===== src/rtl/gpft_ram.sv =====
// generic single-port-write, single-port-read ram with registered read
`default_nettype none

module gpft_ram #(
    parameter int WIDTH = 32,
    parameter int DEPTH = 16,
    localparam int AW = (DEPTH > 1) ? $clog2(DEPTH) : 1
) (
    input  logic             clk,
    input  logic             we,
    input  logic [AW-1:0]    waddr,
    input  logic [WIDTH-1:0] wdata,
    input  logic             re,
    input  logic [AW-1:0]    raddr,
    output logic [WIDTH-1:0] rdata
);

    logic [WIDTH-1:0] mem [DEPTH];

    // read-first: a read of the entry being written returns the old data
    always_ff @(posedge clk)
    begin
        if (re)
        begin
            rdata <= mem[raddr];
        end
        if (we)
        begin
            mem[waddr] <= wdata;
        end
    end

endmodule

`default_nettype wire


===== config.mk =====
export PLATFORM = sky130hd
export DESIGN_NAME = gpft_ram
export DESIGN_NICKNAME = d
export VERILOG_FILES = /design/src/rtl/gpft_ram.sv
export SDC_FILE = /design/constraint.sdc
export NUM_CORES = 1
export LEC_CHECK = 0
export ABC_CLOCK_PERIOD_IN_PS = 6000
export BUFFER_PORTS_ARGS = -buffer_cell sky130_fd_sc_hd__buf_4
export CORE_MARGIN = 2
export CORE_UTILIZATION = 61
export DETAILED_ROUTE_END_ITERATION = 12
export PLACE_DENSITY = 0.81
export SLEW_MARGIN = 20
export SYNTH_ARGS = -nofsm -noshare
export SYNTH_HDL_FRONTEND = slang
export SYNTH_SLANG_ARGS = --single-unit
export TNS_END_PERCENT = 10

===== constraint.sdc =====
create_clock -name clk -period 6 [get_ports clk]
set_clock_uncertainty 0.2 [all_clocks]
set_input_delay 1.2 -clock clk [delete_from_list [all_inputs] [get_ports clk]]
set_output_delay 1.2 -clock clk [all_outputs]
set_load 0.02 [all_outputs]

==> out/metrics.csv, run 1 <==
metric,value,unit
Clock Latency Late Sink,0.57,ns
fin crit share,54.01,%
"area leader, netlist",edfxtp_1,
CTS H-tree lvls,2,
vias,9390,
Crit Path Category,in2reg,
arrival time at the worst endpoint,3.34,ns
diode count,0,
register bit total from synthesis,544,
worst reg2reg path startpoint,mem[10][12]$_DFFE_PP_,
dpl cells,1335,
cts hold-fix bufs,0,
clk sinks,544,
"Setup Fix Bufs, Post-CTS",0,
syn nets,881,
Max Cap Viol,0,
fmax,0.3086,GHz
Worst Setup SP,raddr[0],
number of remaining DRC errors,0,
core box area,32540,um^2
share of layout cells above drive strength 1,31.74,%
reg2reg path depth,3,
Final ANT Viol Nets,0,
Post-synth top cells,"544 x edfxtp_1, 128 x mux4_2, 64 x a22oi_1",
"count leader, synth",edfxtp_1,
Critical Path End,rdata[20]$_DFFE_PP_,
Num CTS Buffers,51,
Layout area overhead,13.92,%
Overflow after GRT,0,
DP Wirelength,20810,um
CP max FO,60,
Least-Margin Pin Slew,1.068,ns
Leak,7.342,nW
gr usage total,26.53,%
initial antenna violation count,0,
Clock Pin Slew Worst Setup and Hold Paths,0.06,ns
first-pass GRT wire length,63970,um
Setup crit end kind,register,
Initial Util,62.01,%
worst rel slew slack,28.83,%
Max Slew Vio Count,0,
WP data required,6.10,ns
# rows,66,
Worst Setup Start Kind,input pin,
pwr/cell area,337.9,nW/um^2
distinct cell type count after synthesis,17,
die height,185.9,um
Max clock buf depth,3,
Iter 0 DRT Violations,1278,
syn_area_per_cell,24.07,um^2
RSZ-0062 raised after global routing,no,
Setup Total Neg Slack,0,ns
worst vdd ir,0.2416,mV
port bufs,74,
Finished Layout Cells,1428,
final hold viol count,0,
I/O pin count,75,
final setup vio count,0,
CTS tree,done,
drt total wl,44100,um
vias per inst,6.576,
Main synth FF type,edfxtp_1,
"EDFF count, synth",544,
die width,185.9,um
Synth area leaders,"edfxtp_1 81%, mux4_2 14%, a22oi_1 2.4%",
Pre-Repair DR Iteration Count,5,
fin nets,989,
share of the synthesized area in the top cell type,80.97,%
RR Endpoint,rdata[12]$_DFFE_PP_,
ys async rst share,0,%
Post-CTS Resized,0,
routability congestion estimate from global placement,0.7130,
synthesized area,20170,um^2
min Tclk post-route,3.241,ns
flop2flop setup slack,4.23,ns
Root Driver,clkbuf_16,
status,completed,
vias in the first global route,9733,
synth warn,0,
worst hold path type,reg2reg,
largest net degree at the start of global routing,71,
Die ar.,34540,um^2
"Seq/Total Area, Yosys",80.97,%
mean routed wirelength per cell,30.88,um
Mapped Cells,838,
[layout make-up]
type | instances | area (um^2)
multi-input cells | 251 | 3756
flip-flops and latches | 544 | 16340
fillers | 1822 | 9554
well taps | 442 | 553.0
clock inverters | 30 | 206.4
clock buffers | 63 | 1364
repair buffers | 98 | 767.0
[metrics by stage]
stage	util [%]	power, mW	cell area [um^2]	hold slack, ns	setup slack [ns]
final	70.64	7.767	22980	0.5384	2.759
after global routing	70.64	7.962	22980	0.5817	2.559
after CTS	70.64	7.798	22980	0.5401	2.735
after detailed placement	65.81	4.786	21410	0.5257	2.177
after global placement	65.79	4.766	21410	0.5209	2.205
after floorplan	-	4.608	20170	0.5103	1.420
[how the worst min path moves through the flow]
stage / cells after the start / from / endpoint
after global placement: 3 / mem[14][1]$_DFFE_PP_ / rdata[1]$_DFFE_PP_
after global routing: 3 / mem[6][16]$_DFFE_PP_ / rdata[16]$_DFFE_PP_
after floorplan: 3 / mem[14][0]$_DFFE_PP_ / rdata[0]$_DFFE_PP_
after detailed placement: 3 / mem[14][18]$_DFFE_PP_ / rdata[18]$_DFFE_PP_
after CTS: 3 / mem[14][18]$_DFFE_PP_ / rdata[18]$_DFFE_PP_
final: 3 / mem[14][18]$_DFFE_PP_ / rdata[18]$_DFFE_PP_
[layout by cell type (no fill, tap or decap)]
| cell | Yosys | final |
|---|---|---|
| clkinvlp_4 | 0 | 1 |
| nand2b_1 | 2 | 2 |
| clkbuf_8 | 0 | 1 |
| nand3b_1 | 2 | 2 |
| edfxtp_1 | 544 | 544 |
| nor3_4 | 0 | 1 |
| clkinv_2 | 0 | 9 |
| nand3_1 | 1 | 1 |
| nor3_2 | 0 | 3 |
| nor2_4 | 0 | 13 |
| a22oi_1 | 64 | 64 |
| or3b_2 | 1 | 1 |
| bufinv_16 | 0 | 3 |
| clkinv_1 | 0 | 17 |
| and2_2 | 0 | 1 |
| clkbuf_1 | 17 | 10 |
| clkbuf_16 | 0 | 53 |
| mux4_2 | 128 | 128 |
| buf_4 | 11 | 95 |
| nand2_1 | 33 | 33 |
| buf_12 | 0 | 2 |
| nor2b_4 | 0 | 2 |
[worst max-delay path: stages]
cell,delay (ns)
clkbuf_8,0.55
buf_4,0.56
mux4_2,0.58
a22oi_1,0.25
nand2_1,0.08
[cells by family after synthesis]
logic type	Yosys count	share of synthesized area [%]
mux	128	14.29
simple gates	59	1.253
compound gates	64	2.382
flops	544	80.97
buf+inv	43	1.104
[layer usage]
metal  GRT usage, %  routed length, um  up-vias
met2          45.43              23130      576
li1               -                  -     3813
met3          4.422               3710      122
met4          10.20               1671        0
met1          34.68              15590     4879
met5              0                  0        -
[flip-flops by register name (all words and copies together) (netlist names)]
| name | flops |
|---|---|
| mem | 512 |
| rdata | 32 |
[report_power, final]
group          leakage (nW)  switching, mW  internal (mW)  total [mW]
Sequential             4.94         0.0291           4.28        4.31
Combinational          1.63          0.239          0.164       0.403
Clock                 0.769           1.32           1.73        3.05
Total                  7.34           1.59           6.18        7.77
No activity file was read; power rests on OpenSTA's default activity.
==> run 2: changes to the inputs <==
ABC_CLOCK_PERIOD_IN_PS = 3300   (was 6000)
clock period = 3.3 ns   (was 6 ns; I/O delays follow)
==> run 2 against run 1 <==
- largest power group unchanged
- clock power is 82% higher
- routed wire length is 1.8% lower
- combinational power is 89% higher
- total power is 82% higher
- flip-flop and latch count stayed put
- setup slack worse by 1.6 ns
- die area stayed put
- sequential share of layout area is 0.96 points lower
==> out/metrics.csv, run 2 (synthesis gave the netlist of run 1 again) <==
metric,value,unit
status,completed,
worst hold path type,in2reg,
WP data required,3.39,ns
Finished Core Util,71.60,%
Max Slew Vio Count,0,
I/O pin count,75,
DP Wirelength,21670,um
CP max FO,34,
Num CTS Buffers,51,
Post-CTS Resized,0,
most frequent cells in the layout,"544 x edfxtp_1, 128 x mux4_2, 94 x buf_4",
# rows,66,
Setup crit end kind,register,
area taken by multi-input logic gates,3756,um^2
pre-CTS setup slack,0.5499,ns
Worst Setup Start Kind,input pin,
Final ANT Viol Nets,0,
"Setup Fix Bufs, Post-CTS",0,
placed cell areas,21720,um^2
Clock Latency Late Sink,0.56,ns
CTS H-tree lvls,2,
fmax,0.4637,GHz
core box area,32540,um^2
fin nets,1004,
final setup vio count,0,
reg2reg path depth,3,
Fillers,1841,
Setup Total Neg Slack,0,ns
final setup margin,1.143,ns
cts hold-fix bufs,0,
dpl cells,1350,
die width,185.9,um
diode count,0,
Die ar.,34540,um^2
vias per inst,6.566,
"commonest non-fill, non-tap cell in the layout",edfxtp_1,
Iter 0 DRT Violations,1143,
Design Power,14.15,mW
share of layout cells above drive strength 1,32.63,%
CTS tree,done,
final hold viol count,0,
leading registers by flop count,"mem x512, rdata x32",
Initial Util,62.01,%
clk sinks,544,
largest net degree at the start of global routing,49,
sequential cell area,16340,um^2
Finished Layout Cells,1438,
vias in the first global route,9935,
fin crit share,65.36,%
Crit Path Category,in2reg,
flop2flop setup slack,1.57,ns
arrival time at the worst endpoint,2.25,ns
worst vdd ir,0.3668,mV
Hold Path Cell Cnt,1,
gr usage total,26.29,%
Leak,7.465,nW
worst reg2reg path startpoint,mem[10][26]$_DFFE_PP_,
pwr/cell area,607.5,nW/um^2
vias,9442,
HP Start,wdata[28],
first-pass GRT wire length,63290,um
die height,185.9,um
design area,23300,um^2
Hold Worst Slack,0.1978,ns
port bufs,74,
worst rel slew slack,49.63,%
number of flip-flops in the largest register,512,
mean routed wirelength per cell,30.10,um
Max clock buf depth,3,
Max Cap Viol,0,
Overflow after GRT,0,
Layout area overhead,15.48,%
Pre-Repair DR Iteration Count,5,
RR Endpoint,rdata[26]$_DFFE_PP_,
initial antenna violation count,0,
routability congestion estimate from global placement,0.7168,
Clock Pin Slew Worst Setup and Hold Paths,0.06,ns
min Tclk post-route,2.157,ns
RSZ-0062 raised after global routing,no,
drt total wl,43290,um
number of remaining DRC errors,0,
Root Driver,clkbuf_16,
Least-Margin Pin Slew,0.7539,ns
largest reg by FF count,mem,
Hold Path Sink,mem[6][28]$_DFFE_PP_,
[run 2: cell types whose count changed in the layout (fill, tap and decap cells not counted)]
cell	change
buf_12	+16
buf_4	-1
bufinv_16	+1
clkinv_1	-2
clkinv_2	-4
[run 2: power by group]
group,total (mW),switching [mW],internal (mW),leakage (nW)
clock,5.56,2.34,3.21,0.765
combinational,0.763,0.440,0.323,1.76
sequential,7.84,0.0505,7.78,4.94
total,14.2,2.83,11.3,7.47
[run 2: how the worst max path moves through the flow]
stage	from	slack, ns	endpoint	depth (start not counted)
after floorplan	waddr[2]	-0.44	mem[8][0]$_DFFE_PP_	2
after global placement	raddr[0]	0.63	rdata[18]$_DFFE_PP_	5
after detailed placement	raddr[0]	0.55	rdata[12]$_DFFE_PP_	5
after CTS	raddr[0]	1.14	rdata[23]$_DFFE_PP_	5
after global routing	raddr[0]	1.03	rdata[23]$_DFFE_PP_	5
final	raddr[0]	1.14	rdata[23]$_DFFE_PP_	5
[run 2: worst max-delay path: stages]
cell and delay (ns):
clkbuf_8 0.40, buf_4 0.29, mux4_2 0.51, a22oi_1 0.23, nand2_1 0.10
[run 2: cell type report]
type	instances	share of cell area, %
Clock buffer	63	5.854
Tap cell	442	2.374
Multi-Input combinational cell	251	16.12
Clock inverter	25	0.8969
Sequential cell	544	70.12
Timing Repair Buffer	113	4.635
[run 2: metal layers]
metal / track usage (%) / vias up / routed length [um]
li1: - / 3849 / -
met2: 43.70 / 536 / 22310
met1: 35.21 / 4956 / 15880
met4: 10.24 / 0 / 1529
met3: 4.891 / 101 / 3558
met5: 0 / - / 0
